### config.mk
export PLATFORM = sky130hd
export DESIGN_NAME = otsu_front_flat
export DESIGN_NICKNAME = d
export VERILOG_FILES = /design/src/otsu_pkg.sv /design/src/otsu_pix_if.sv /design/src/otsu_front.sv /design/src/flat_wrapper.sv
export SDC_FILE = /design/constraint.sdc
export NUM_CORES = 1
export LEC_CHECK = 0
export BUFFER_PORTS_ARGS = -buffer_cell sky130_fd_sc_hd__buf_4
export CORE_MARGIN = 2
export CORE_UTILIZATION = 55
export DETAILED_ROUTE_END_ITERATION = 12
export PLACE_DENSITY_LB_ADDON = 0.3
export SYNTH_ARGS = -nofsm -noshare
export SYNTH_HDL_FRONTEND = slang
export SYNTH_SLANG_ARGS = --single-unit
### constraint.sdc
create_clock -name clk -period 3.9 [get_ports clk]
set_clock_uncertainty 0.05 [all_clocks]
set_input_delay 0.195 -clock clk [delete_from_list [all_inputs] [get_ports clk]]
set_output_delay 0.195 -clock clk [all_outputs]
set_load 0.02 [all_outputs]
### src/otsu_pkg.sv
`timescale 1ns / 1ps

package otsu_pkg;

	// Histogram geometry
	localparam int COUNT_BITS = 22;
	localparam int BIN_BITS   = 8;
	localparam int NBINS      = 1 << BIN_BITS;

	// Sweep arithmetic widths: pixel total, weighted sum, difference term,
	// its square, class product and the cross-multiplied compare
	localparam int NW  = COUNT_BITS + BIN_BITS;
	localparam int SW  = NW + BIN_BITS;
	localparam int DW  = SW + NW;
	localparam int D2W = 2 * DW;
	localparam int PW  = 2 * NW;
	localparam int CW  = D2W + PW;

	// Shared serial multiplier operand and product widths
	localparam int MUL_AW = D2W;
	localparam int MUL_BW = DW;
	localparam int MUL_PW = MUL_AW + MUL_BW;

	// Pixel queue between front and back
	localparam int Q_DEPTH = 4;
	localparam int Q_PTR   = 2;

	typedef logic [BIN_BITS-1:0]   bin_t;
	typedef logic [COUNT_BITS-1:0] cnt_t;

	localparam cnt_t              CNT_MAX  = '1;
	localparam bin_t              BIN_LAST = bin_t'(NBINS - 1);
	localparam logic [Q_PTR:0]    Q_FULL   = (Q_PTR + 1)'(Q_DEPTH);

	typedef struct packed {
		bin_t pixel;
		logic last;
	} pix_item_t;

	typedef struct packed {
		logic      valid;
		pix_item_t item;
	} q_head_t;

	typedef struct packed {
		logic              start;
		logic [MUL_AW-1:0] a;
		logic [MUL_BW-1:0] b;
	} mul_req_t;

	typedef struct packed {
		logic              done;
		logic [MUL_PW-1:0] prod;
	} mul_rsp_t;

endpackage

### src/otsu_pix_if.sv
`timescale 1ns / 1ps

interface otsu_pix_if;
	logic          valid;
	logic          ready;
	otsu_pkg::bin_t pixel;
	logic          last_pixel;

	modport source (output valid, output pixel, output last_pixel, input ready);
	modport sink   (input valid, input pixel, input last_pixel, output ready);
endinterface

### src/otsu_front.sv
`timescale 1ns / 1ps

module otsu_front (
	input  logic              clk,
	input  logic              arst_n,
	otsu_pix_if.sink          pixels,
	output otsu_pkg::q_head_t head,
	input  logic              pop
);
	import otsu_pkg::*;

	pix_item_t      slot_q [Q_DEPTH];
	logic [Q_PTR-1:0] wr_ptr_q;
	logic [Q_PTR-1:0] rd_ptr_q;
	logic [Q_PTR:0]   fill_q;
	logic             push;

	// Accept while the queue has room
	assign pixels.ready = (fill_q != Q_FULL);
	assign push         = pixels.valid && pixels.ready;

	// Present the oldest pixel and its end-of-image mark to the back end
	assign head.valid = (fill_q != '0);
	assign head.item  = slot_q[rd_ptr_q];

	// Store the accepted pixel
	always_ff @(posedge clk) begin
		if (push) begin
			slot_q[wr_ptr_q] <= '{pixel: pixels.pixel, last: pixels.last_pixel};
		end
	end

	// Advance pointers and fill level
	always_ff @(posedge clk or negedge arst_n) begin
		if (!arst_n) begin
			wr_ptr_q <= '0;
			rd_ptr_q <= '0;
			fill_q   <= '0;
		end else begin
			if (push) wr_ptr_q <= wr_ptr_q + 1'b1;
			if (pop)  rd_ptr_q <= rd_ptr_q + 1'b1;
			unique case ({push, pop})
				2'b10:   fill_q <= fill_q + 1'b1;
				2'b01:   fill_q <= fill_q - 1'b1;
				default: fill_q <= fill_q;
			endcase
		end
	end

endmodule

### src/flat_wrapper.sv
// flat-port wrapper written by rule: the top's interface ports become plain ports
module otsu_front_flat import otsu_pkg::*;
  (clk, arst_n, head, pop, pixels_valid, pixels_pixel, pixels_last_pixel, pixels_ready);
  otsu_pix_if pixels_i ();
  input  logic clk;
  input  logic arst_n;
  output otsu_pkg::q_head_t head;
  input  logic pop;
  input wire logic [$bits(pixels_i.valid)-1:0] pixels_valid;
  input wire logic [$bits(pixels_i.pixel)-1:0] pixels_pixel;
  input wire logic [$bits(pixels_i.last_pixel)-1:0] pixels_last_pixel;
  output wire logic [$bits(pixels_i.ready)-1:0] pixels_ready;
  assign pixels_i.valid = pixels_valid;
  assign pixels_i.pixel = pixels_pixel;
  assign pixels_i.last_pixel = pixels_last_pixel;
  assign pixels_ready = pixels_i.ready;
  otsu_front u_core (.clk(clk), .arst_n(arst_n), .pixels(pixels_i), .head(head), .pop(pop));
endmodule
==> impl_metrics.py <==
metrics = {
    "logic_synthesis": {
        "synth_top_area_cell": "edfxtp_1",
        "seq_area_frac_synth_pct": 73.23,
        "ys_types": 18,
        "synthesis.nets": 102,
        "synthTopCellsByCount": "36 x edfxtp_1, 9 x mux4_2, 7 x dfrtp_1, 6 x inv_1, 5 x ha_1",
        "synth_area_leaders": "edfxtp_1 63%, mux4_2 12%, dfrtp_1 10%, ha_1 3.6%, and3_2 1.8%",
        "netlist.area_leader.share_pct": 63.02,
        "synth_warnings": 0,
        "ys_seq_elements": 43,
        "syn_avg_cell_area_um2": 20.67,
        "synth.most_common_cell": "edfxtp_1",
        "synth_async_sr_flop_share_pct": 16.28,
        "synth-edff-count": 36,
        "synth_area_um2": 1715,
        "synthCells": 83,
        "synth_flop_cell": "edfxtp_1",
    },
    "cells_and_area": {
        "diodes": 0,
        "fill_cells": 209,
        "stdcell_area_um2": 2132,
        "final_util_pct": 71.00,
        "fin_nets": 141,
        "drive_above_1_share_pct": 38.21,
        "area_growth_pct": 24.29,
    },
    "power": {
        "power_density_nw_per_um2": 744.0,
        "peakVddDrop_mv": 0.3545,
        "p_leak_nw": 0.8200,
    },
    "place": {
        "portBuffers": 23,
        "place_area_um2": 1921,
        "gp_congestion": 0.7191,
        "hpwl_um": 1812,
    },
    "timing": {
        "period_share_pct": 58.67,
        "max-slew-margin-rel_pct": 57.14,
        "min_period_ns": 2.288,
        "setup_viol": 0,
        "tightest_slew_ns": 0.6430,
        "rsz0062_at_grt": "false",
        "finalMaxSlewViolations": 0,
        "finalSetupTns_ns": 0,
        "max_freq_mhz": 437.1,
        "finalHoldViolCount": 0,
    },
    "route": {
        "drc_errors": 0,
        "drt_iter0_markers": 21,
        "drt-total-wl_um": 2723,
        "vias": 871,
        "viasPerCell": 5.583,
        "drt_first_pass_iters": 5,
        "wire_per_inst_um": 17.46,
        "ant_nets": 0,
    },
    "run_status": {
        "outcome": "finished clean",
    },
    "clock_tree": {
        "clk_pin_slew_worst_paths_ns": 0.12,
        "cts_root_buf": "clkbuf_4",
        "numClockSinks": 43,
        "clk_path_buf_depth": 2,
        "post_cts_buffers": 0,
        "cts_buffers": 5,
        "cts_resized": 0,
        "hold_buffers": 11,
        "cts_tree": "done",
        "htree_levels": 2,
        "insertion_delay_ns": 0.34,
    },
    "critical_path": {
        "worstSetupPathType": "flip-flop to flip-flop",
        "critPathArrivalTime_ns": 2.52,
        "required_ns": 4.13,
        "crit_path_end_kind": "flip-flop",
        "cp_max_fo": 6,
        "cp-start-kind": "flip-flop",
    },
    "global_routing": {
        "grt_max_degree": 14,
        "grt_pass1_wl_um": 4243,
        "grt_usage_pct": 17.80,
        "grt_overflow": 0,
        "antenna_found_initial": 0,
        "first_global_vias": 888,
    },
    "die": {
        "initial_core_util_pct": 57.12,
        "ios": 24,
        "die_height_um": 59.85,
        "coreArea_um2": 3003,
        "core.rowCount": 20,
        "die_w_um": 59.85,
        "dieArea_um2": 3581,
    },
    "job": {
        "maxCapViolations": 0,
    },
    "min_path": {
        "hold_class": "input port to flip-flop",
    },
}
-- power breakdown --
group	switching, W	leakage (nW)	internal, W
Combinational	0.000255	0.356	0.000280
Sequential	0.0000930	0.411	0.000619
Clock	0.000139	0.0525	0.000200
-- worst max-delay path, stage by stage, from the launching register on --
cell and delay (ns):
dfrtp_1 0.43, or3b_4 0.42, and2_4 0.19, inv_1 0.06, ha_1 0.17, inv_1 0.06, fa_1 0.38, xor2_1 0.17
nor2_1 0.13, xor2_1 0.17
-- flip-flops by register name, indices dropped and copies added, names as in the netlist --
| name | flops |
|---|---|
| u_core.rd_ptr_q | 2 |
| u_core.wr_ptr_q | 2 |
| u_core.fill_q | 3 |
| u_core.slot_q | 36 |
-- kinds of logic (layout without fill, tap and decap cells) --
group	Yosys count	after routing	synth area share, %
DFF	43	43	73.23
muxes	11	11	13.27
and+or+nand+nor	9	9	3.793
buffers and inverters	8	48	1.823
adders and majority gates	6	6	4.814
xor gates and xnor gates	6	6	3.064
-- stage by stage --
| step | std cells | total power, W | hold slack [ns] | setup slack [ns] |
|---|---|---|---|---|
| detailed placement | 137 | 0.001262 | -0.03243 | 1.641 |
| finish | 156 | 0.001586 | 0.1273 | 1.612 |
| global route | 156 | 0.001677 | 0.1220 | 1.496 |
| floorplan | 83 | 0.001066 | -0.1506 | 1.742 |
| global placement | 137 | 0.001239 | -0.03994 | 1.744 |
| CTS | 156 | 0.001606 | 0.1178 | 1.605 |
-- path summary, 6_finish.rpt --
check | start | endpoint | slack (ns) | cells after the start
worst max-delay path | u_core.fill_q[0]$_DFFE_PN0P_ | u_core.fill_q[2]$_DFFE_PN0P_ | 1.61 | 9
worst min-delay path | pixels_valid | u_core.wr_ptr_q[0]$_DFFE_PN0P_ | 0.13 | 3
worst max register to register | u_core.fill_q[0]$_DFFE_PN0P_ | u_core.fill_q[2]$_DFFE_PN0P_ | 1.61 | 9
worst min register to register | u_core.fill_q[2]$_DFFE_PN0P_ | u_core.fill_q[2]$_DFFE_PN0P_ | 0.45 | 1
max in group asynchronous | arst_n | u_core.rd_ptr_q[1]$_DFFE_PN0P_ | 3.52 | 2
min in group asynchronous | arst_n | u_core.fill_q[0]$_DFFE_PN0P_ | 0.15 | 2
-- placed cells by master (no fill, tap or decap) --
master,netlist,routed
mux2i_1,1,1
or3b_4,1,1
clkbuf_1,1,1
clkbuf_4,0,5
bufinv_16,0,2
dfrtp_1,7,7
ha_1,5,5
dlygate4sd3_1,0,11
or3_2,1,1
nand2_1,1,1
xnor2_1,3,3
mux2_4,1,1
edfxtp_1,36,36
inv_1,6,6
fa_1,1,1
xor2_1,3,3
buf_4,0,23
mux4_2,9,9
and2_4,1,1
and3_2,4,4
nor2_1,1,1
-- layout make-up --
type | instances | area (um^2) | share of cell area (%)
sequential | 43 | 1256 | 58.92
multi-input combinational | 32 | 427.9 | 20.07
timing repair buffer | 34 | 282.8 | 13.26
clock inverter | 2 | 60.06 | 2.817
clock buffer | 6 | 41.29 | 1.937
tap | 33 | 41.29 | 1.937
inverter | 6 | 22.52 | 1.056
-- per-layer routing --
layer | wire length (um) | track usage, % | up-vias
met4 | 34 | 6.667 | 0
met5 | 0 | 0 | -
li1 | - | - | 395
met2 | 1432 | 28.88 | 18
met1 | 1154 | 21.92 | 453
met3 | 102 | 6.494 | 5
No activity file was read; power rests on OpenSTA's default activity.
