==> src/otsu_pkg.sv <==
`timescale 1ns / 1ps

package otsu_pkg;

	// Histogram geometry
	localparam int COUNT_BITS = 22;
	localparam int BIN_BITS   = 8;
	localparam int NBINS      = 1 << BIN_BITS;

	// Sweep arithmetic widths: pixel total, weighted sum, difference term,
	// its square, class product and the cross-multiplied compare
	localparam int NW  = COUNT_BITS + BIN_BITS;
	localparam int SW  = NW + BIN_BITS;
	localparam int DW  = SW + NW;
	localparam int D2W = 2 * DW;
	localparam int PW  = 2 * NW;
	localparam int CW  = D2W + PW;

	// Shared serial multiplier operand and product widths
	localparam int MUL_AW = D2W;
	localparam int MUL_BW = DW;
	localparam int MUL_PW = MUL_AW + MUL_BW;

	// Pixel queue between front and back
	localparam int Q_DEPTH = 4;
	localparam int Q_PTR   = 2;

	typedef logic [BIN_BITS-1:0]   bin_t;
	typedef logic [COUNT_BITS-1:0] cnt_t;

	localparam cnt_t              CNT_MAX  = '1;
	localparam bin_t              BIN_LAST = bin_t'(NBINS - 1);
	localparam logic [Q_PTR:0]    Q_FULL   = (Q_PTR + 1)'(Q_DEPTH);

	typedef struct packed {
		bin_t pixel;
		logic last;
	} pix_item_t;

	typedef struct packed {
		logic      valid;
		pix_item_t item;
	} q_head_t;

	typedef struct packed {
		logic              start;
		logic [MUL_AW-1:0] a;
		logic [MUL_BW-1:0] b;
	} mul_req_t;

	typedef struct packed {
		logic              done;
		logic [MUL_PW-1:0] prod;
	} mul_rsp_t;

endpackage

==> src/otsu_mul.sv <==
`timescale 1ns / 1ps

module otsu_mul (
	input  logic               clk,
	input  logic               arst_n,
	input  otsu_pkg::mul_req_t req,
	output otsu_pkg::mul_rsp_t rsp
);
	import otsu_pkg::*;

	logic              busy_q;
	logic              done_q;
	logic [MUL_PW-1:0] acc_q;
	logic [MUL_PW-1:0] a_q;
	logic [MUL_BW-1:0] b_q;
	logic              last_step;

	// Finish once no set multiplier bit remains above the current one
	assign last_step = ((b_q >> 1) == '0);

	assign rsp.done = done_q;
	assign rsp.prod = acc_q;

	// Control: run until the multiplier is exhausted, then pulse done
	always_ff @(posedge clk or negedge arst_n) begin
		if (!arst_n) begin
			busy_q <= 1'b0;
			done_q <= 1'b0;
		end else begin
			done_q <= 1'b0;
			if (req.start) begin
				busy_q <= 1'b1;
			end else if (busy_q && last_step) begin
				busy_q <= 1'b0;
				done_q <= 1'b1;
			end
		end
	end

	// Shift-add: one multiplier bit per cycle
	always_ff @(posedge clk) begin
		if (req.start) begin
			acc_q <= '0;
			a_q   <= MUL_PW'(req.a);
			b_q   <= req.b;
		end else if (busy_q) begin
			if (b_q[0]) acc_q <= acc_q + a_q;
			a_q <= a_q << 1;
			b_q <= b_q >> 1;
		end
	end

endmodule

==> config.mk <==
export PLATFORM = sky130hd
export DESIGN_NAME = otsu_mul
export DESIGN_NICKNAME = d
export VERILOG_FILES = /design/src/otsu_pkg.sv /design/src/otsu_mul.sv
export SDC_FILE = /design/constraint.sdc
export NUM_CORES = 1
export LEC_CHECK = 0
export BUFFER_PORTS_ARGS = -buffer_cell sky130_fd_sc_hd__buf_4
export CAP_MARGIN = 25
export CORE_UTILIZATION = 55
export CTS_CLUSTER_SIZE = 28
export DETAILED_ROUTE_END_ITERATION = 8
export PLACE_DENSITY = 0.73
export REMOVE_ABC_BUFFERS = 1
export SLEW_MARGIN = 20
export SYNTH_ARGS = -nofsm -noshare
export SYNTH_HDL_FRONTEND = slang
export SYNTH_SLANG_ARGS = --single-unit
==> constraint.sdc <==
create_clock -name clk -period 8.1 [get_ports clk]
set_input_delay 1.62 -clock clk [delete_from_list [all_inputs] [get_ports clk]]
set_output_delay 1.62 -clock clk [all_outputs]
set_load 0.03 [all_outputs]
==> reports/summary.json <==
{
  "synthesis": {
    "xor_and_xnor_area_share_after_synthesis": 0.05178,
    "muxShareOfSynthArea": 0.09148,
    "synth_top_family_by_area": "compound AO/OA/AOI/OAI gates",
    "yosys.area_share.simple": 0.1664,
    "ys_ff_latch": 478,
    "synth_cell_type_count": 83,
    "synth_warnings": 0,
    "synth_enable_flop_cells": 204,
    "mappedNetlistArea_um2": 32310,
    "post_synth_fa_ha_maj_area_fraction": 0.07924,
    "synthArstFlopShare": 0.004184,
    "avgSynthCellArea_um2": 8.486,
    "dominant_register_cell_in_the_synthesized_netlist": "sky130_fd_sc_hd__dfxtp_1",
    "synthesis.instances": 3807,
    "sequential_element_share_of_the_synthesized_area": 0.3597,
    "synth_compound_area_frac": 0.2183
  },
  "sta": {
    "timing.final.hold_violations": 0,
    "tightestPinTransition_ns": 1.023,
    "final-setup-viol-count": 0,
    "setup-tns-final_ns": 0,
    "final.min_clock_period_ns": 5.051,
    "layout_worst_path_cycle_share": 0.6236,
    "final_critical_path_setup_slack_ns": 3.049,
    "setup_repair_after_global_routing_missed_its_margin": "false",
    "timing_max_transition_violations_final": 0,
    "finClkSkew_ns": 0.02547,
    "max_clock_freq_mhz": 198.0,
    "slew_headroom": 0.3182
  },
  "clock_tree": {
    "cts_setup_buffers": 0,
    "hold_fix_buffers_cts": 0,
    "cts_tree": "yes",
    "cts.htree.levels": 2,
    "clkSlewWorstSetupHoldPaths_ns": 0.06,
    "clock-sinks": 478,
    "quantity_of_gates_resized_following_cts": 0,
    "numCtsBuffers": 53,
    "clock_path_buffers": 3,
    "clock_latency_ns": 0.63,
    "cts-root-buf": "sky130_fd_sc_hd__clkbuf_16"
  },
  "die": {
    "dieWidth_um": 244.4,
    "design.core.area_um2": 57920,
    "io-pin-count": 412,
    "fp-row-count": 88,
    "initial_core_util": 0.5578,
    "die-height_um": 244.4,
    "die_area_um2": 59710
  },
  "global_routing": {
    "antenna_found_initial": 4,
    "via_count_of_the_first_global_routing_pass": 29290,
    "grt_start_max_net_pins": 178,
    "global_route_wire_length_before_repair_um": 165300,
    "grt.overflow.total": 0,
    "track_usage": 0.3505
  },
  "critical_path": {
    "worst-endpoint-required_ns": 8.61,
    "startpoint_type": "flip-flop",
    "cp.arrival_ns": 5.56,
    "worstRegToRegCells": 15,
    "worstSetupPathType": "reg2reg",
    "critical_path.max_fanout": 4,
    "nature_of_the_critical_path_endpoint": "flip-flop"
  },
  "detailed_routing": {
    "drt_pre_antenna_iters": 6,
    "wl_per_cell_um": 22.04,
    "postRouteAntennaNets": 0,
    "via_per_inst": 6.199,
    "route.detailed.drc": 0,
    "postRouteWirelength_um": 108000,
    "detailedRoute.firstIterationViolations": 2643,
    "routed-via-count": 30380
  },
  "layout": {
    "multi_input_comb_area_um2": 19650,
    "final_layout_size_suffix_gt1_frac": 0.1842,
    "area_growth_pct": 16.19,
    "ff_latch_area_um2": 11620,
    "final_net_count": 4499,
    "nFillCells": 5148
  },
  "placement": {
    "pre_cts_ws_ns": 3.240,
    "place_congestion": 1.019,
    "port-buffer-count": 411,
    "dp.final_hpwl_um": 83700
  },
  "power_and_ir_drop": {
    "max-vdd-ir-drop_v": 0.0002328,
    "power-per-cell-area_nw_per_um2": 257.5,
    "power.static_leakage_nw": 15.47
  },
  "outcome": {
    "status": "finished clean"
  },
  "flow_run": {
    "drv.max_cap_violation_count": 0
  },
  "hold_path": {
    "path_type_of_the_worst_min_delay_path": "reg2reg",
    "worst_hold_path.num_cells": 1
  }
}
-- cell families after synthesis --
kind of cell    count (synthesis)
simple gates                 1220
compound gates               1168
fa+ha+maj                     204
buf+inv                       276
mux                           270
flops                         478
xor+xnor                      191
-- synthesized netlist by cell type, types with 6 or more instances --
master                      count  area (µm²)
sky130_fd_sc_hd__nand4_1      114       713.2
sky130_fd_sc_hd__nand2b_1       9       56.30
sky130_fd_sc_hd__and3_1        11       68.82
sky130_fd_sc_hd__nand2_1      570        2140
sky130_fd_sc_hd__nand3_1       40       200.2
sky130_fd_sc_hd__or4_1          6       45.04
sky130_fd_sc_hd__a21boi_0      17       127.6
sky130_fd_sc_hd__ha_1         203        2540
sky130_fd_sc_hd__nor3_1        54       270.3
sky130_fd_sc_hd__o31a_1         6       52.55
sky130_fd_sc_hd__o21bai_1      78       585.6
sky130_fd_sc_hd__mux2i_1       68       680.7
sky130_fd_sc_hd__a221oi_1      10       87.58
sky130_fd_sc_hd__a21o_1        75       563.0
sky130_fd_sc_hd__xnor2_1      124        1086
sky130_fd_sc_hd__nor4_1        31       193.9
sky130_fd_sc_hd__o31ai_1       17       127.6
sky130_fd_sc_hd__and2_1         9       56.30
sky130_fd_sc_hd__o21ai_0      292        1461
sky130_fd_sc_hd__mux2_2       202        2275
sky130_fd_sc_hd__o211ai_1      20       150.1
sky130_fd_sc_hd__dfxtp_1      272        5445
sky130_fd_sc_hd__o21ai_1       16       80.08
sky130_fd_sc_hd__a21oi_1      472        2362
sky130_fd_sc_hd__a31oi_1       35       219.0
sky130_fd_sc_hd__o2111ai_1      7       61.31
sky130_fd_sc_hd__inv_1         78       292.8
sky130_fd_sc_hd__or2_2         10       62.56
sky130_fd_sc_hd__nor2b_1       10       62.56
sky130_fd_sc_hd__clkbuf_1     165       619.3
sky130_fd_sc_hd__a211oi_1      22       165.2
sky130_fd_sc_hd__buf_1         14       52.55
sky130_fd_sc_hd__edfxtp_1     204        6126
sky130_fd_sc_hd__xor2_1        67       586.8
sky130_fd_sc_hd__nor2_1       308        1156
sky130_fd_sc_hd__o21a_1        25       187.7
sky130_fd_sc_hd__or3_1         30       187.7
sky130_fd_sc_hd__buf_2         17       85.08
-- per-stage QoR --
stage	total power, mW	hold WS, ns	util	cell area [µm²]	cells
finish	9.667	0.4608	0.6481	37540	4900
CTS	9.609	0.4582	0.6480	37530	4897
global placement	7.094	0.4522	0.6167	35710	4796
detailed placement	7.113	0.4506	0.6170	35730	4798
floorplan	5.786	0.4164	-	31530	3609
global route	10.14	0.4884	0.6481	37540	4900
-- cells in the final DEF, fill, tap and decap left out, drive strengths merged, types with 9 or more instances in the layout --
master	Yosys	layout
a211oi	25	25
a21boi	17	17
a21o	75	75
a21oi	473	473
a221oi	14	14
a31oi	38	38
and2	9	9
and3	11	11
buf	33	424
clkbuf	165	81
clkinv	0	12
dfxtp	272	272
edfxtp	204	204
ha	203	203
inv	78	79
mux2	202	202
mux2i	68	68
nand2	570	570
nand2b	9	9
nand3	40	40
nand4	115	115
nor2	308	308
nor2b	10	10
nor3	56	56
nor4	32	32
o211ai	20	20
o21a	25	25
o21ai	309	309
o21bai	78	78
o31ai	17	17
or2	11	11
or3	30	30
xnor2	124	124
xor2	67	67
-- layer usage --
layer	up-vias	track usage	routed length (µm)
met3	258	0.05037	7324
met4	2	0.1649	5416
li1	14490	-	-
met1	14410	0.4596	45620
met2	1220	0.5684	49610
met5	-	0	13
-- path summary, 6_finish.rpt --
| path | startpoint | to | slack, ns |
|---|---|---|---|
| setup / recovery | a_q[0] | acc_q[168] | 3.05 |
| min in group asynchronous | arst_n | busy_q | 0.78 |
| max in group asynchronous | arst_n | busy_q | 7.22 |
| hold / removal | b_q[47] | done_q | 0.46 |
| setup reg to reg | a_q[0] | acc_q[168] | 3.05 |
| hold reg to reg | b_q[47] | done_q | 0.46 |
-- report_power, final --
group,switching (mW),internal [mW],total [mW]
Sequential,0.249,2.83,3.08
Clock,1.04,1.45,2.50
Combinational,2.63,1.46,4.09
-- state kept, by name, indices dropped and copies added, names as in the netlist --
signal  count
busy_q      1
b_q        68
done_q      1
a_q       204
acc_q     204
-- worst max-delay path, cell delays in order (launching register included) --
cell and delay [ns]:
sky130_fd_sc_hd__edfxtp_1 0.39, sky130_fd_sc_hd__ha_1 0.22, sky130_fd_sc_hd__fa_1 0.43, sky130_fd_sc_hd__a211oi_1 0.30
sky130_fd_sc_hd__o21ai_1 0.18, sky130_fd_sc_hd__a31oi_1 0.55, sky130_fd_sc_hd__a211oi_2 0.22, sky130_fd_sc_hd__o211ai_1 0.30
sky130_fd_sc_hd__nand2_1 0.23, sky130_fd_sc_hd__a21oi_1 0.64, sky130_fd_sc_hd__o41ai_2 0.15, sky130_fd_sc_hd__buf_2 0.22
sky130_fd_sc_hd__a21oi_1 0.43, sky130_fd_sc_hd__nor3_1 0.12, sky130_fd_sc_hd__or3_1 0.32, sky130_fd_sc_hd__a32o_1 0.24
-- cell type report --
type	count	share of cell area
multi-input cells	3053	0.5235
clock buffers	81	0.04243
flip-flops and latches	478	0.3097
clock inverters	18	0.005466
diodes	3	0.0002000
inverters	78	0.008000
repair buffers	424	0.08520
well taps	765	0.02550
Power figures use the tool's default switching activity.
